--- src/sv/accel_tilt_angles_core_assert.svh ---
// Assertion macros used by the tilt-angle controller (ata_ctrl).
// Expects clk and rst_n to be in scope where the macros are used.
`ifndef ACCEL_TILT_ANGLES_CORE_ASSERT_SVH
`define ACCEL_TILT_ANGLES_CORE_ASSERT_SVH

// same-cycle implication, checked out of reset
`define ATA_ASSERT_IMP(lbl, ante, cons, msg) \
  lbl: assert property (@(posedge clk) disable iff (!rst_n) (ante) |-> (cons)) \
    else $error(msg);

// next-cycle implication, checked out of reset
`define ATA_ASSERT_NXT(lbl, ante, cons, msg) \
  lbl: assert property (@(posedge clk) disable iff (!rst_n) (ante) |=> (cons)) \
    else $error(msg);

`endif

--- src/sv/ata_pkg.sv ---
// Shared widths, constants, command/status structs and the CORDIC angle table
// for the tilt-angle block. No dependencies.
package ata_pkg;

  localparam int COUNT_WIDTH_DEF = 32;

  localparam int BYTE_W   = 8;
  localparam int RAW_W    = 16;
  localparam int AXIS_W   = 17;          // raw minus offset
  localparam int SQ_W     = 32;          // square of a calibrated axis
  localparam int SUM_W    = 33;          // sum of two squares
  localparam int FRAC_SH  = 28;          // radicand scaling
  localparam int RAD_W    = 62;
  localparam int ROOT_W   = 31;
  localparam int REM_W    = 33;
  localparam int ROOT_STEPS   = 31;
  localparam int CORDIC_STEPS = 24;
  localparam int STEP_W   = 5;
  localparam int Y_SH     = 14;          // numerator scaling
  localparam int XY_W     = 36;
  localparam int Z_W      = 32;
  localparam int ATAN_W   = 29;
  localparam int RND_SH   = 16;
  localparam int ANG_W    = 15;
  localparam int SAMPLE_W = 32;

  localparam logic signed [ANG_W-1:0] ANGLE_MAX = 15'sd9000;
  localparam logic signed [Z_W-1:0]   ROUND_HALF = 32'sd32768;

  // configuration register indexes
  localparam int CFG_IDX_W = 2;
  localparam logic [CFG_IDX_W-1:0] REG_X_OFFSET = 2'd0;
  localparam logic [CFG_IDX_W-1:0] REG_Y_OFFSET = 2'd1;
  localparam logic [CFG_IDX_W-1:0] REG_Z_OFFSET = 2'd2;

  typedef struct packed {
    logic              load;       // latch calibrated axes
    logic              square;     // register axis squares
    logic              setup;      // start square root
    logic              root_step;  // one root digit
    logic              prep;       // start CORDIC
    logic              rotate;     // one CORDIC iteration
    logic              finish;     // round, clamp, store angles
    logic              emit;       // load output beat
    logic              upd;        // angles refreshed by this sample
    logic [STEP_W-1:0] step;
  } ata_cmd_t;

  typedef struct packed {
    logic all_zero;
  } ata_sts_t;

  // atan(2^-i) in 2^-16 hundredths of a degree
  function automatic logic [ATAN_W-1:0] atan_lut(input logic [STEP_W-1:0] i);
    logic [ATAN_W-1:0] v;
    case (i)
      5'd0:    v = 29'd294912000;
      5'd1:    v = 29'd174096719;
      5'd2:    v = 29'd91987925;
      5'd3:    v = 29'd46694507;
      5'd4:    v = 29'd23437865;
      5'd5:    v = 29'd11730358;
      5'd6:    v = 29'd5866610;
      5'd7:    v = 29'd2933484;
      5'd8:    v = 29'd1466764;
      5'd9:    v = 29'd733385;
      5'd10:   v = 29'd366693;
      5'd11:   v = 29'd183346;
      5'd12:   v = 29'd91673;
      5'd13:   v = 29'd45837;
      5'd14:   v = 29'd22918;
      5'd15:   v = 29'd11459;
      5'd16:   v = 29'd5730;
      5'd17:   v = 29'd2865;
      5'd18:   v = 29'd1432;
      5'd19:   v = 29'd716;
      5'd20:   v = 29'd358;
      5'd21:   v = 29'd179;
      5'd22:   v = 29'd90;
      5'd23:   v = 29'd45;
      default: v = '0;
    endcase
    return v;
  endfunction

endpackage

--- src/sv/ata_angle_lane.sv ---
// One angle lane: bit-serial integer square root followed by a vectoring CORDIC.
// Depends on ata_pkg.
module ata_angle_lane (
  input  logic                                 clk,
  input  logic                                 rst_n,
  input  ata_pkg::ata_cmd_t                    cmd,
  input  logic signed [ata_pkg::AXIS_W-1:0]    num,
  input  logic        [ata_pkg::SUM_W-1:0]     sum,
  output logic signed [ata_pkg::ANG_W-1:0]     angle
);
  import ata_pkg::*;

  logic        [RAD_W-1:0]  rad_r, rad_nxt;
  logic        [ROOT_W-1:0] root_r, root_nxt;
  logic        [REM_W-1:0]  rem_r, rem_nxt;
  logic signed [XY_W-1:0]   x_r, x_nxt, y_r, y_nxt;
  logic signed [Z_W-1:0]    z_r, z_nxt;
  logic signed [ANG_W-1:0]  angle_r, angle_nxt;

  logic        [REM_W+1:0]  rem_sh, trial;
  logic        [AXIS_W-1:0] mag;
  logic signed [XY_W-1:0]   dx, dy;
  logic signed [Z_W-1:0]    z_rnd;
  logic signed [Z_W-RND_SH-1:0] r_full;
  logic signed [ANG_W-1:0]  r_clamp;

  assign rem_sh = {rem_r, rad_r[RAD_W-1 -: 2]};
  assign trial  = (REM_W+2)'({root_r, 2'b01});
  assign mag    = num[AXIS_W-1] ? -num : num;
  assign dx     = y_r >>> cmd.step;
  assign dy     = x_r >>> cmd.step;
  assign z_rnd  = z_r + ROUND_HALF;
  assign r_full = z_rnd[Z_W-1:RND_SH];

  always_comb begin
    if (r_full > ANGLE_MAX) begin
      r_clamp = ANGLE_MAX;
    end else if (r_full < -ANGLE_MAX) begin
      r_clamp = -ANGLE_MAX;
    end else begin
      r_clamp = r_full[ANG_W-1:0];
    end
  end

  always_comb begin
    rad_nxt   = rad_r;
    root_nxt  = root_r;
    rem_nxt   = rem_r;
    x_nxt     = x_r;
    y_nxt     = y_r;
    z_nxt     = z_r;
    angle_nxt = angle_r;
    if (cmd.setup) begin
      rad_nxt  = RAD_W'({sum, {FRAC_SH{1'b0}}});
      root_nxt = '0;
      rem_nxt  = '0;
    end
    if (cmd.root_step) begin
      rad_nxt = {rad_r[RAD_W-3:0], 2'b00};
      if (rem_sh >= trial) begin
        rem_nxt  = REM_W'(rem_sh - trial);
        root_nxt = {root_r[ROOT_W-2:0], 1'b1};
      end else begin
        rem_nxt  = rem_sh[REM_W-1:0];
        root_nxt = {root_r[ROOT_W-2:0], 1'b0};
      end
    end
    if (cmd.prep) begin
      x_nxt = XY_W'(root_r);
      y_nxt = XY_W'({mag, {Y_SH{1'b0}}});
      z_nxt = '0;
    end
    if (cmd.rotate) begin
      if (!y_r[XY_W-1]) begin
        x_nxt = x_r + dx;
        y_nxt = y_r - dy;
        z_nxt = z_r + Z_W'(atan_lut(cmd.step));
      end else begin
        x_nxt = x_r - dx;
        y_nxt = y_r + dy;
        z_nxt = z_r - Z_W'(atan_lut(cmd.step));
      end
    end
    if (cmd.finish) begin
      angle_nxt = num[AXIS_W-1] ? -r_clamp : r_clamp;
    end
  end

  always_ff @(posedge clk) begin
    rad_r  <= rad_nxt;
    root_r <= root_nxt;
    rem_r  <= rem_nxt;
    x_r    <= x_nxt;
    y_r    <= y_nxt;
    z_r    <= z_nxt;
  end

  // stored angle survives 0/0 samples, so it is state
  always_ff @(posedge clk) begin
    if (!rst_n) begin
      angle_r <= '0;
    end else begin
      angle_r <= angle_nxt;
    end
  end

  assign angle = angle_r;

endmodule

--- src/sv/ata_datapath.sv ---
// Datapath: offset registers, calibration, squares, two angle lanes, sample
// counter and the output beat register. Depends on ata_pkg and ata_angle_lane.
module ata_datapath #(
  parameter int COUNT_WIDTH = ata_pkg::COUNT_WIDTH_DEF
) (
  input  logic                                  clk,
  input  logic                                  rst_n,
  input  logic                                  cfg_we,
  input  logic        [ata_pkg::CFG_IDX_W-1:0]  cfg_index,
  input  logic        [ata_pkg::RAW_W-1:0]      cfg_data,
  input  logic        [ata_pkg::BYTE_W-1:0]     in_x_low,
  input  logic        [ata_pkg::BYTE_W-1:0]     in_x_high,
  input  logic        [ata_pkg::BYTE_W-1:0]     in_y_low,
  input  logic        [ata_pkg::BYTE_W-1:0]     in_y_high,
  input  logic        [ata_pkg::BYTE_W-1:0]     in_z_low,
  input  logic        [ata_pkg::BYTE_W-1:0]     in_z_high,
  input  ata_pkg::ata_cmd_t                     cmd,
  output ata_pkg::ata_sts_t                     sts,
  output logic signed [ata_pkg::ANG_W-1:0]      out_tilt_about_x,
  output logic signed [ata_pkg::ANG_W-1:0]      out_tilt_about_y,
  output logic                                  out_updated,
  output logic        [ata_pkg::SAMPLE_W-1:0]   out_sample_count
);
  import ata_pkg::*;

  logic signed [RAW_W-1:0]    x_off_r, y_off_r, z_off_r;
  logic signed [RAW_W-1:0]    rx, ry, rz;
  logic signed [AXIS_W-1:0]   cx_r, cy_r, cz_r;
  logic signed [2*AXIS_W-1:0] prod_x, prod_y, prod_z;
  logic        [SQ_W-1:0]     sqx_r, sqy_r, sqz_r;
  logic        [SUM_W-1:0]    sum_xz, sum_yz;
  logic        [COUNT_WIDTH-1:0] count_r;
  logic signed [ANG_W-1:0]    ang_x, ang_y;
  logic signed [ANG_W-1:0]    tilt_x_r, tilt_y_r;
  logic                       upd_r;
  logic        [SAMPLE_W-1:0] cnt_out_r;

  always_ff @(posedge clk) begin
    if (!rst_n) begin
      x_off_r <= '0;
      y_off_r <= '0;
      z_off_r <= '0;
    end else if (cfg_we) begin
      unique case (cfg_index)
        REG_X_OFFSET: x_off_r <= cfg_data;
        REG_Y_OFFSET: y_off_r <= cfg_data;
        REG_Z_OFFSET: z_off_r <= cfg_data;
        default: ;
      endcase
    end
  end

  assign rx = {in_x_high, in_x_low};
  assign ry = {in_y_high, in_y_low};
  assign rz = {in_z_high, in_z_low};

  assign prod_x = cx_r * cx_r;
  assign prod_y = cy_r * cy_r;
  assign prod_z = cz_r * cz_r;

  always_ff @(posedge clk) begin
    if (cmd.load) begin
      cx_r <= AXIS_W'(rx) - AXIS_W'(x_off_r);
      cy_r <= AXIS_W'(ry) - AXIS_W'(y_off_r);
      cz_r <= AXIS_W'(rz) - AXIS_W'(z_off_r);
    end
    if (cmd.square) begin
      sqx_r <= prod_x[SQ_W-1:0];
      sqy_r <= prod_y[SQ_W-1:0];
      sqz_r <= prod_z[SQ_W-1:0];
    end
  end

  assign sts.all_zero = (cx_r == '0) && (cy_r == '0) && (cz_r == '0);

  assign sum_xz = SUM_W'(sqx_r) + SUM_W'(sqz_r);
  assign sum_yz = SUM_W'(sqy_r) + SUM_W'(sqz_r);

  // tilt about X: atan(cy / |(cx,cz)|)
  ata_angle_lane u_lane_x (
    .clk   (clk),
    .rst_n (rst_n),
    .cmd   (cmd),
    .num   (cy_r),
    .sum   (sum_xz),
    .angle (ang_x)
  );

  // tilt about Y: atan(cx / |(cy,cz)|)
  ata_angle_lane u_lane_y (
    .clk   (clk),
    .rst_n (rst_n),
    .cmd   (cmd),
    .num   (cx_r),
    .sum   (sum_yz),
    .angle (ang_y)
  );

  always_ff @(posedge clk) begin
    if (!rst_n) begin
      count_r <= '0;
    end else if (cmd.finish) begin
      count_r <= count_r + COUNT_WIDTH'(1);
    end
  end

  always_ff @(posedge clk) begin
    if (cmd.emit) begin
      tilt_x_r  <= ang_x;
      tilt_y_r  <= ang_y;
      upd_r     <= cmd.upd;
      cnt_out_r <= SAMPLE_W'(count_r);
    end
  end

  assign out_tilt_about_x = tilt_x_r;
  assign out_tilt_about_y = tilt_y_r;
  assign out_updated      = upd_r;
  assign out_sample_count = cnt_out_r;

endmodule

--- src/sv/ata_ctrl.sv ---
// Controller: sequences load, squares, root digits, CORDIC iterations and the
// output beat; owns both handshakes. Depends on ata_pkg and the assert header.
`include "accel_tilt_angles_core_assert.svh"

module ata_ctrl (
  input  logic                clk,
  input  logic                rst_n,
  input  logic                in_valid,
  output logic                in_stall,
  output logic                out_valid,
  input  logic                out_stall,
  input  ata_pkg::ata_sts_t   sts,
  output ata_pkg::ata_cmd_t   cmd
);
  import ata_pkg::*;

  typedef enum logic [7:0] {
    ST_IDLE   = 8'b0000_0001,
    ST_SQUARE = 8'b0000_0010,
    ST_SETUP  = 8'b0000_0100,
    ST_ROOT   = 8'b0000_1000,
    ST_PREP   = 8'b0001_0000,
    ST_ROTATE = 8'b0010_0000,
    ST_FINISH = 8'b0100_0000,
    ST_EMIT   = 8'b1000_0000
  } ata_state_t;

  ata_state_t        state_r, state_nxt;
  logic [STEP_W-1:0] step_r, step_nxt;
  logic              upd_r, upd_nxt;
  logic              out_valid_r, out_valid_nxt;
  logic              out_free;

  assign out_free = !out_valid_r || !out_stall;

  always_comb begin
    state_nxt     = state_r;
    step_nxt      = step_r;
    upd_nxt       = upd_r;
    out_valid_nxt = out_valid_r && out_stall;
    cmd           = '0;
    cmd.step      = step_r;
    cmd.upd       = upd_r;
    unique case (state_r)
      ST_IDLE: begin
        if (in_valid) begin
          cmd.load  = 1'b1;
          state_nxt = ST_SQUARE;
        end
      end
      ST_SQUARE: begin
        cmd.square = 1'b1;
        upd_nxt    = !sts.all_zero;
        // 0/0 sample: skip the math, resend stored angles
        state_nxt  = sts.all_zero ? ST_EMIT : ST_SETUP;
      end
      ST_SETUP: begin
        cmd.setup = 1'b1;
        step_nxt  = '0;
        state_nxt = ST_ROOT;
      end
      ST_ROOT: begin
        cmd.root_step = 1'b1;
        if (step_r == STEP_W'(ROOT_STEPS - 1)) begin
          step_nxt  = '0;
          state_nxt = ST_PREP;
        end else begin
          step_nxt = step_r + STEP_W'(1);
        end
      end
      ST_PREP: begin
        cmd.prep  = 1'b1;
        step_nxt  = '0;
        state_nxt = ST_ROTATE;
      end
      ST_ROTATE: begin
        cmd.rotate = 1'b1;
        if (step_r == STEP_W'(CORDIC_STEPS - 1)) begin
          state_nxt = ST_FINISH;
        end else begin
          step_nxt = step_r + STEP_W'(1);
        end
      end
      ST_FINISH: begin
        cmd.finish = 1'b1;
        state_nxt  = ST_EMIT;
      end
      ST_EMIT: begin
        if (out_free) begin
          cmd.emit      = 1'b1;
          out_valid_nxt = 1'b1;
          state_nxt     = ST_IDLE;
        end
      end
      default: state_nxt = ST_IDLE;
    endcase
  end

  always_ff @(posedge clk) begin
    if (!rst_n) begin
      state_r     <= ST_IDLE;
      step_r      <= '0;
      upd_r       <= 1'b0;
      out_valid_r <= 1'b0;
    end else begin
      state_r     <= state_nxt;
      step_r      <= step_nxt;
      upd_r       <= upd_nxt;
      out_valid_r <= out_valid_nxt;
    end
  end

  assign in_stall  = (state_r != ST_IDLE);
  assign out_valid = out_valid_r;

  `ATA_ASSERT_NXT(a_accept_starts, in_valid && !in_stall, state_r == ST_SQUARE, "accepted beat did not start the sequence")
  `ATA_ASSERT_IMP(a_root_len, state_r == ST_PREP, $past(state_r) == ST_ROOT && $past(step_r) == STEP_W'(ROOT_STEPS - 1), "square root left early")
  `ATA_ASSERT_IMP(a_cordic_len, state_r == ST_FINISH, $past(state_r) == ST_ROTATE && $past(step_r) == STEP_W'(CORDIC_STEPS - 1), "CORDIC left early")
  `ATA_ASSERT_NXT(a_no_overwrite, state_r == ST_EMIT && out_valid_r && out_stall, state_r == ST_EMIT && out_valid_r, "pending output beat overwritten")

endmodule

--- src/sv/accel_tilt_angles_core.sv ---
// Tilt-angle core, top level.
// Input channel (in_valid/in_stall) takes one accelerometer sample per beat: six
// bytes, little-endian signed 16-bit X, Y, Z. Output channel (out_valid/out_stall)
// returns one beat per sample: tilt about X and Y in 0.01 degree, an updated
// flag and the sample count. Offsets are written on cfg_we with cfg_index 0..2
// (X, Y, Z); write them only while the core is idle.
// A sample with any nonzero calibrated axis runs through load, squares, root setup,
// the square root (one root bit per cycle), CORDIC setup, the 24-iteration CORDIC,
// rounding and clamping, and the output beat; the core takes the next sample after
// that beat is loaded. Both angles are computed side by side. An all-zero sample
// skips the math and goes from its squares straight to the output beat.
// in_stall is low only while the sequencer is idle; a sample is accepted while an
// earlier result still waits in the output register.
// If the receiver stalls, the output beat holds; a finished sample waits in its
// final state until the output register frees, and input stays stalled.
// Synchronous active-low reset clears offsets, stored angles, counter and valid.
// Depends on ata_pkg, ata_ctrl, ata_datapath.
module accel_tilt_angles_core #(
  parameter int COUNT_WIDTH = ata_pkg::COUNT_WIDTH_DEF
) (
  input  logic                                  clk,
  input  logic                                  rst_n,
  input  logic                                  cfg_we,
  input  logic        [ata_pkg::CFG_IDX_W-1:0]  cfg_index,
  input  logic        [ata_pkg::RAW_W-1:0]      cfg_data,
  input  logic                                  in_valid,
  output logic                                  in_stall,
  input  logic        [ata_pkg::BYTE_W-1:0]     in_x_low,
  input  logic        [ata_pkg::BYTE_W-1:0]     in_x_high,
  input  logic        [ata_pkg::BYTE_W-1:0]     in_y_low,
  input  logic        [ata_pkg::BYTE_W-1:0]     in_y_high,
  input  logic        [ata_pkg::BYTE_W-1:0]     in_z_low,
  input  logic        [ata_pkg::BYTE_W-1:0]     in_z_high,
  output logic                                  out_valid,
  input  logic                                  out_stall,
  output logic signed [ata_pkg::ANG_W-1:0]      out_tilt_about_x,
  output logic signed [ata_pkg::ANG_W-1:0]      out_tilt_about_y,
  output logic                                  out_updated,
  output logic        [ata_pkg::SAMPLE_W-1:0]   out_sample_count
);
  import ata_pkg::*;

  ata_cmd_t cmd;
  ata_sts_t sts;

  ata_ctrl u_ctrl (
    .clk       (clk),
    .rst_n     (rst_n),
    .in_valid  (in_valid),
    .in_stall  (in_stall),
    .out_valid (out_valid),
    .out_stall (out_stall),
    .sts       (sts),
    .cmd       (cmd)
  );

  ata_datapath #(
    .COUNT_WIDTH (COUNT_WIDTH)
  ) u_dp (
    .clk              (clk),
    .rst_n            (rst_n),
    .cfg_we           (cfg_we),
    .cfg_index        (cfg_index),
    .cfg_data         (cfg_data),
    .in_x_low         (in_x_low),
    .in_x_high        (in_x_high),
    .in_y_low         (in_y_low),
    .in_y_high        (in_y_high),
    .in_z_low         (in_z_low),
    .in_z_high        (in_z_high),
    .cmd              (cmd),
    .sts              (sts),
    .out_tilt_about_x (out_tilt_about_x),
    .out_tilt_about_y (out_tilt_about_y),
    .out_updated      (out_updated),
    .out_sample_count (out_sample_count)
  );

endmodule
--- config.mk ---
export PLATFORM = sky130hd
export DESIGN_NAME = accel_tilt_angles_core
export DESIGN_NICKNAME = d
export VERILOG_FILES = /design/src/sv/ata_pkg.sv /design/src/sv/ata_angle_lane.sv /design/src/sv/ata_datapath.sv /design/src/sv/ata_ctrl.sv /design/src/sv/accel_tilt_angles_core.sv
export VERILOG_INCLUDE_DIRS = /design/src /design/src/sv
export SDC_FILE = /design/constraint.sdc
export NUM_CORES = 2
export LEC_CHECK = 0
export ABC_AREA = 1
export BUFFER_PORTS_ARGS = -buffer_cell sky130_fd_sc_hd__buf_2
export CAP_MARGIN = 20
export CORE_MARGIN = 1
export CORE_UTILIZATION = 59
export CTS_CLUSTER_DIAMETER = 50
export DETAILED_ROUTE_END_ITERATION = 8
export PLACE_DENSITY = 0.8
export SYNTH_ARGS = -nofsm -noshare
export SYNTH_HDL_FRONTEND = slang
export SYNTH_SLANG_ARGS = --single-unit
--- constraint.sdc ---
create_clock -name clk -period 12.4 [get_ports clk]
set_clock_uncertainty 0.2 [all_clocks]
set_input_delay 0 -clock clk [delete_from_list [all_inputs] [get_ports clk]]
set_output_delay 0 -clock clk [all_outputs]
set_load 0.01 [all_outputs]
# --- After elaboration in Yosys (flattened, before gate mapping) ---
# Memories as Yosys holds them, arrays and structs flattened. A register that Yosys moved wholly into a read port is not among the register bits.
# Cells that the tools add are included.
# W data, S select, Z words.
totals:
  input_bits: 71
  output_inout_bits: 65
  regBits: 739
  memories: 4
  word_cells: 192
  mem_bits_ro: 3712
op_classes:
  n_mux: 76
  add_sub_neg: 27
  n_lt_le_gt_ge: 6
  n_reduce_logical: 20
  n_eq_ne: 18
  shifts: 4
  mul: 3
memory_table:
  columns: ["name", "depth", "word_bits", "read_ports", "rd_clocked_by_memory_dff", "wr", "line", "text"]
  rows:
  - ["(no name shown)", 32, 29, 1, 1, 0, "ata_pkg.sv:56", "case (i)"]
  - ["(no name shown)", 32, 29, 1, 1, 0, "ata_pkg.sv:56", null]
  - ["(no name shown)", 32, 29, 1, 1, 0, "ata_pkg.sv:56", null]
  - ["(no name shown)", 32, 29, 1, 1, 0, "ata_pkg.sv:56", null]
ops:
  columns: ["operator", "count"]
  rows:
  - ["$mux W36", 12]
  - ["$mux W62", 4]
  - ["$mux W29", 8]
  - ["$mux W33", 5]
  - ["$mux W32", 5]
  - ["$add A36 B36 Y36", 4]
  - ["$sshr A36 B5 Y36", 4]
  - ["$sub A36 B36 Y36", 4]
  - ["$mul A17 B17 Y32", 3]
  - ["$mux W31", 3]
  - ["$mux W15", 6]
  - ["$ge A35 B33 Y1", 2]
  - ["$add A32 B32 Y33", 2]
  - ["$sub A33 B33 Y33", 2]
  - ["$add A32 B17 Y32 const B", 2]
  - ["$add A32 B29 Y32", 2]
  - ["$pmux W8 S8", 1]
  - ["$sub A32 B29 Y32", 2]
  - ["$logic_not A17 Y1", 3]
  - ["$sub A16 B16 Y17", 3]
  - ["$mux W5", 10]
  - ["$mux W8", 5]
  - ["$mux W17", 2]
  - ["$neg A17 Y17", 2]
  - ["other kinds (30)", 58]

# --- Depth between registers and ports, before layout ---
logic_depth:
  word_depth: 6
  depth_mapped: 36
  depth_no_buf: 35

# --- Cells and area by module ---
# From an unflattened synthesis, not the netlist that was laid out.
hier_totals:
  cells_unflattened: 13181
  area_unflattened_um2: 95083.7
modules_own_cells:
  columns: ["mod", "cells_per_inst", "seq_area_each_um2", "area_each_um2", "instances"]
  rows:
  - ["ata_datapath", 5626, 7817.5, 45985.4, 1]
  - ["ata_angle_lane (u_dp.u_lane_y)", 3722, 6366.1, 24066.8, 1]
  - ["ata_angle_lane (u_dp.u_lane_x)", 3690, 6366.1, 24036.8, 1]
  - ["ata_ctrl", 143, 300.3, 994.7, 1]

# --- Worst setup path after synthesis ---
# OpenSTA, ideal clock, no wires.
synth_timing:
  path_type: "reg-to-reg"
  startpoint: "reg u_ctrl.state_r[4]"
  endpoint: "reg u_ctrl.upd_r"
  setup_ns: 0.126
  t_arrival_ns: 10.769
  path_buffers: 0
  period_less_slack_ns: 11.095
  setup_slack_ns: 1.305
  path_stages_with_launch: 9
  t_required_ns: 12.074
  path_cell_list: "dfxtp_1 nor2_2 inv_2 nor2_1 inv_1 nor4_1 nand3_1 o211ai_1 inv_1"
synth_via:
  elab_chain_cells: 1
synth_lines:
  columns: ["item", "line", "text"]
  rows:
  - ["from (decl)", "ata_ctrl.sv:28", "ata_state_t state_r, state_nxt;"]
  - ["from (signal assigned)", "ata_ctrl.sv:106", "state_r <= state_nxt;"]
  - ["$eq A8 B2 Y1", "ata_ctrl.sv:44", "unique case (state_r)"]
  - ["to (signal assigned)", "ata_ctrl.sv:108", "upd_r <= upd_nxt;"]
  - ["to (decl)", "ata_ctrl.sv:30", "logic upd_r, upd_nxt;"]
# No other way between the ends.
# A chain may end at the register's enable or synchronous reset.

# --- Worst setup path in the final report ---
layout_timing:
  startpoint: "reg u_dp.cz_r[13]"
  endpoint: "reg u_dp.sqz_r[31] (data pin)"
layout_via:
  elab_chain_cells: 1
layout_lines:
  columns: ["item", "line", "text"]
  rows:
  - ["from (decl)", "ata_datapath.sv:28", "logic signed [AXIS_W-1:0] cx_r, cy_r, cz_r;"]
  - ["from (signal assigned)", "ata_datapath.sv:65", "cz_r <= AXIS_W'(rz) - AXIS_W'(z_off_r);"]
  - ["$mul A17 B17 Y32", "ata_datapath.sv:59", "assign prod_z = cz_r * cz_r;"]
  - ["net u_dp.prod_z[31]", "ata_datapath.sv:29", "logic signed [2*AXIS_W-1:0] prod_x, prod_y, prod_z;"]
  - ["to (signal assigned)", "ata_datapath.sv:70", "sqz_r <= prod_z[SQ_W-1:0];"]
  - ["to (decl)", "ata_datapath.sv:30", "logic [SQ_W-1:0] sqx_r, sqy_r, sqz_r;"]
# The timed path passes the listed nets, and every way through them passes these cells.

==> metrics.csv <==
stage;metric;value;unit
timing;worst hold slack;0.1229;ns
cts;CTS tree;built;
floorplan;# IOs;136;
detailed_routing;post-route antenna net violation count;0;
timing;RSZ-0062 raised after global routing;false;
worst_setup_path;CP max FO;20;
timing;Slew Viols, Final;0;
cts;Clock Latency Late Sink;0.78;ns
cts;H-tree Lvls;3;
final_layout;Layout Cells excl Fill;14000;
synthesis;mapped cell area;89810;um^2
floorplan;chip height;392.2;um
global_route;vias in the first global route;80120;
synthesis;FF+latch count, synth;765;
synthesis;post-synth cell types;70;
worst_setup_path;Critical Path Source Type;register;
worst_setup_path;Worst setup EP type;register;
detailed_routing;Vias per Instance;5.782;
synthesis;count of warnings emitted by yosys;0;
run;Max-cap violations;0;
cts;Worst-path clk slew;0.06;ns
worst_setup_path;max incr delay on CP;1.05;ns
cts;clk sinks;765;
global_route;global route overflow;0;
detailed_routing;Routed WL;282.0;mm
detailed_routing;WL per Instance;20.15;um
cts;Max Buffers Root-to-Sink;3;
floorplan;die width;392.2;um
worst_setup_path;Max stage delay cell, worst path;edfxtp_1;
final_layout;most frequent cells in the layout;2,793 x nand2_1, 2,007 x inv_1, 855 x a21oi_1, 778 x fa_1, 777 x nor2_1;
hold_path;worst hold path type;in2reg;
global_route;total track usage;36.69;%
detailed_routing;drt pass-1 iters;6;
floorplan;Initial Utilization;59.68;%
final_layout;fin util;64.43;%
placed_design;post-DP HPWL;220.9;mm
timing;final setup TNS;0;ns
cts;PostCTS Resize Cnt;0;
global_route;global-route wire length before repair;440.2;mm
final_layout;final net count;13390;
synthesis;post-synth net total;13350;
timing;Tcrit/Tclk final;59.31;%
timing;Worst slew margin;18.97;%
floorplan;Rows;142;
synthesis;post-synthesis sequential area ratio;23.86;%
worst_setup_path;Arr. time, crit path;7.72;ns
placed_design;gp weighted congestion;1.061;
detailed_routing;vias;80910;
synthesis;Syn Area/Cell;7.584;um^2
global_route;pin count of the biggest net entering global routing;94;
timing;f_max;136.0;MHz
worst_setup_path;CP cell instances;nand2_1 > fa_1 > fa_1 > fa_1 > inv_1 > fa_1 > fa_1 > inv_1 > fa_1 > inv_1 > ha_1 > nand2_1 > inv_1 > nand2_1 > nor3_1 > nand4_1 > nand3_1 > a21o_1 > a21boi_0 > o21ai_0 > a21oi_1 > o21bai_1 > xor2_1;
timing;minimum clock period;7.355;ns
cts;root buffer cell;clkbuf_16;
worst_setup_path;Most common cell on crit path;fa_1;
floorplan;Die ar.;153800;um^2
timing;worst slew pin tran;1.203;ns
timing;Final Hold Vio Count;0;
detailed_routing;residual DRC count;0;
floorplan;CORE AREA;150500;um^2
placed_design;port bufs;135;
final_layout;most common cell after layout, fill and taps aside;nand2_1;
final_layout;P&R area growth vs syn;7.952;%
outcome;status;completed;
worst_setup_path;Req. time, crit path;12.76;ns
worst_setup_path;crit path kind;reg2reg;
synthesis;Top FF cell, synth;edfxtp_1;
detailed_routing;DR iter-0 viols;8049;
final_layout;layout cells sized above 1;4.968;%
synthesis;EDFF count, synth;611;
cts;setup bufs post-CTS;0;
synthesis;asr flop ratio synth;0;%
cts;Num CTS Buffers;109;
global_route;antenna violations before repair;6;
timing;Setup-failing EPs final;0;
placed_design;Placed Cells;13650;
final_layout;fillers;13000;
synthesis;Synth Instances;11840;
-- what timing repair did --
action | CTS | global route
hold buffers | 134 | 0
hold endpoints to repair | 248 | 0
endpoints found under the setup margin | 0 | 0
-- critical path, delay by kind of cell (launching register included) --
family	cells	cell delay (ns)
AND/OR/NAND/NOR	6	1.05
buffers and inverters	4	0.22
XOR/XNOR	1	0.24
AO/OA/AOI/OAI	5	0.95
flip-flops	1	1.05
adder cells (fa/ha/maj)	7	3.44
-- routing by layer --
metal	track usage, %	wire length (um)	vias to the layer above
met4	14.67	12010	2
met1	48.69	117300	38430
met2	58.24	126500	3518
li1	-	-	38320
met5	0	7	-
met3	7.988	26190	647
-- final cells by class --
class	instances	area (um^2)	share of cell area (%)
Antenna cell	2	5.005	0.005162
Multi-Input combinational cell	8637	59010	60.86
Sequential cell	765	21450	22.12
Timing Repair Buffer	337	2527	2.607
Clock inverter	87	1032	1.065
Inverter	2033	7655	7.895
Tap cell	2016	2522	2.602
Clock buffer	118	2761	2.848
-- logic make-up after synthesis --
logic type,Yosys count,synth area share (%)
and+or+nand+nor,4466,20.53
buffers and inverters,2440,10.48
AOI/OAI and AO/OA,2225,13.61
adders and majority gates,1435,26.49
DFF,765,23.86
xor gates and xnor gates,485,4.730
muxes,26,0.2898
-- per-stage QoR --
stage               area (um^2)  setup slack (ns)
finish                    96960             5.045
CTS                       96940             5.100
global route              96950             4.657
floorplan                 89810             1.305
detailed placement        91800             5.135
global placement          91800             5.227
-- sequential cells by signal (all words and copies together), names as in the netlist, 32 cells and up, named ones only --
signal and flops:
u_dp.count_r 32, u_dp.out_sample_count 32, u_dp.u_lane_x.rad_r 34, u_dp.u_lane_x.rem_r 33, u_dp.u_lane_x.x_r 36, u_dp.u_lane_x.y_r 36, u_dp.u_lane_x.z_r 32, u_dp.u_lane_y.rad_r 34
u_dp.u_lane_y.rem_r 33, u_dp.u_lane_y.x_r 36, u_dp.u_lane_y.y_r 36, u_dp.u_lane_y.z_r 32
-- Yosys cell counts, types with 85 or more instances --
master    count  area share (%)
a21oi_1     855             4.8
a31oi_1      85            0.59
buf_1        90            0.38
clkbuf_1    215            0.90
dfxtp_1     154             3.4
edfxtp_1    611              20
fa_1        778              17
ha_1        657             9.2
inv_1      2010             8.4
nand2_1    2794              12
nand3_1     486             2.7
nand4_1      93            0.65
nor2_1      779             3.3
nor3_1       89            0.50
o21ai_0     750             4.2
o21ai_1     183             1.0
xnor2_1     198             1.9
xor2_1      287             2.8
-- final timing paths --
kind                                                     from  slack [ns]                                  end  cells after the start
worst max-delay path                  u_dp.cz_r[13]$_DFFE_PP_        5.05             u_dp.sqz_r[31]$_DFFE_PP_                     23
worst min-delay path                             cfg_data[15]        0.12        u_dp.x_off_r[15]$_SDFFE_PN0P_                      4
worst max register to register        u_dp.cz_r[13]$_DFFE_PP_        5.05             u_dp.sqz_r[31]$_DFFE_PP_                     23
worst min register to register  u_dp.count_r[31]$_SDFFE_PN0P_        0.22  u_dp.out_sample_count[31]$_DFFE_PP_                      0
Power is left out: the tool's default activity adds up to more than one toggle a clock period on the data nets, which glitch-free logic cannot reach.
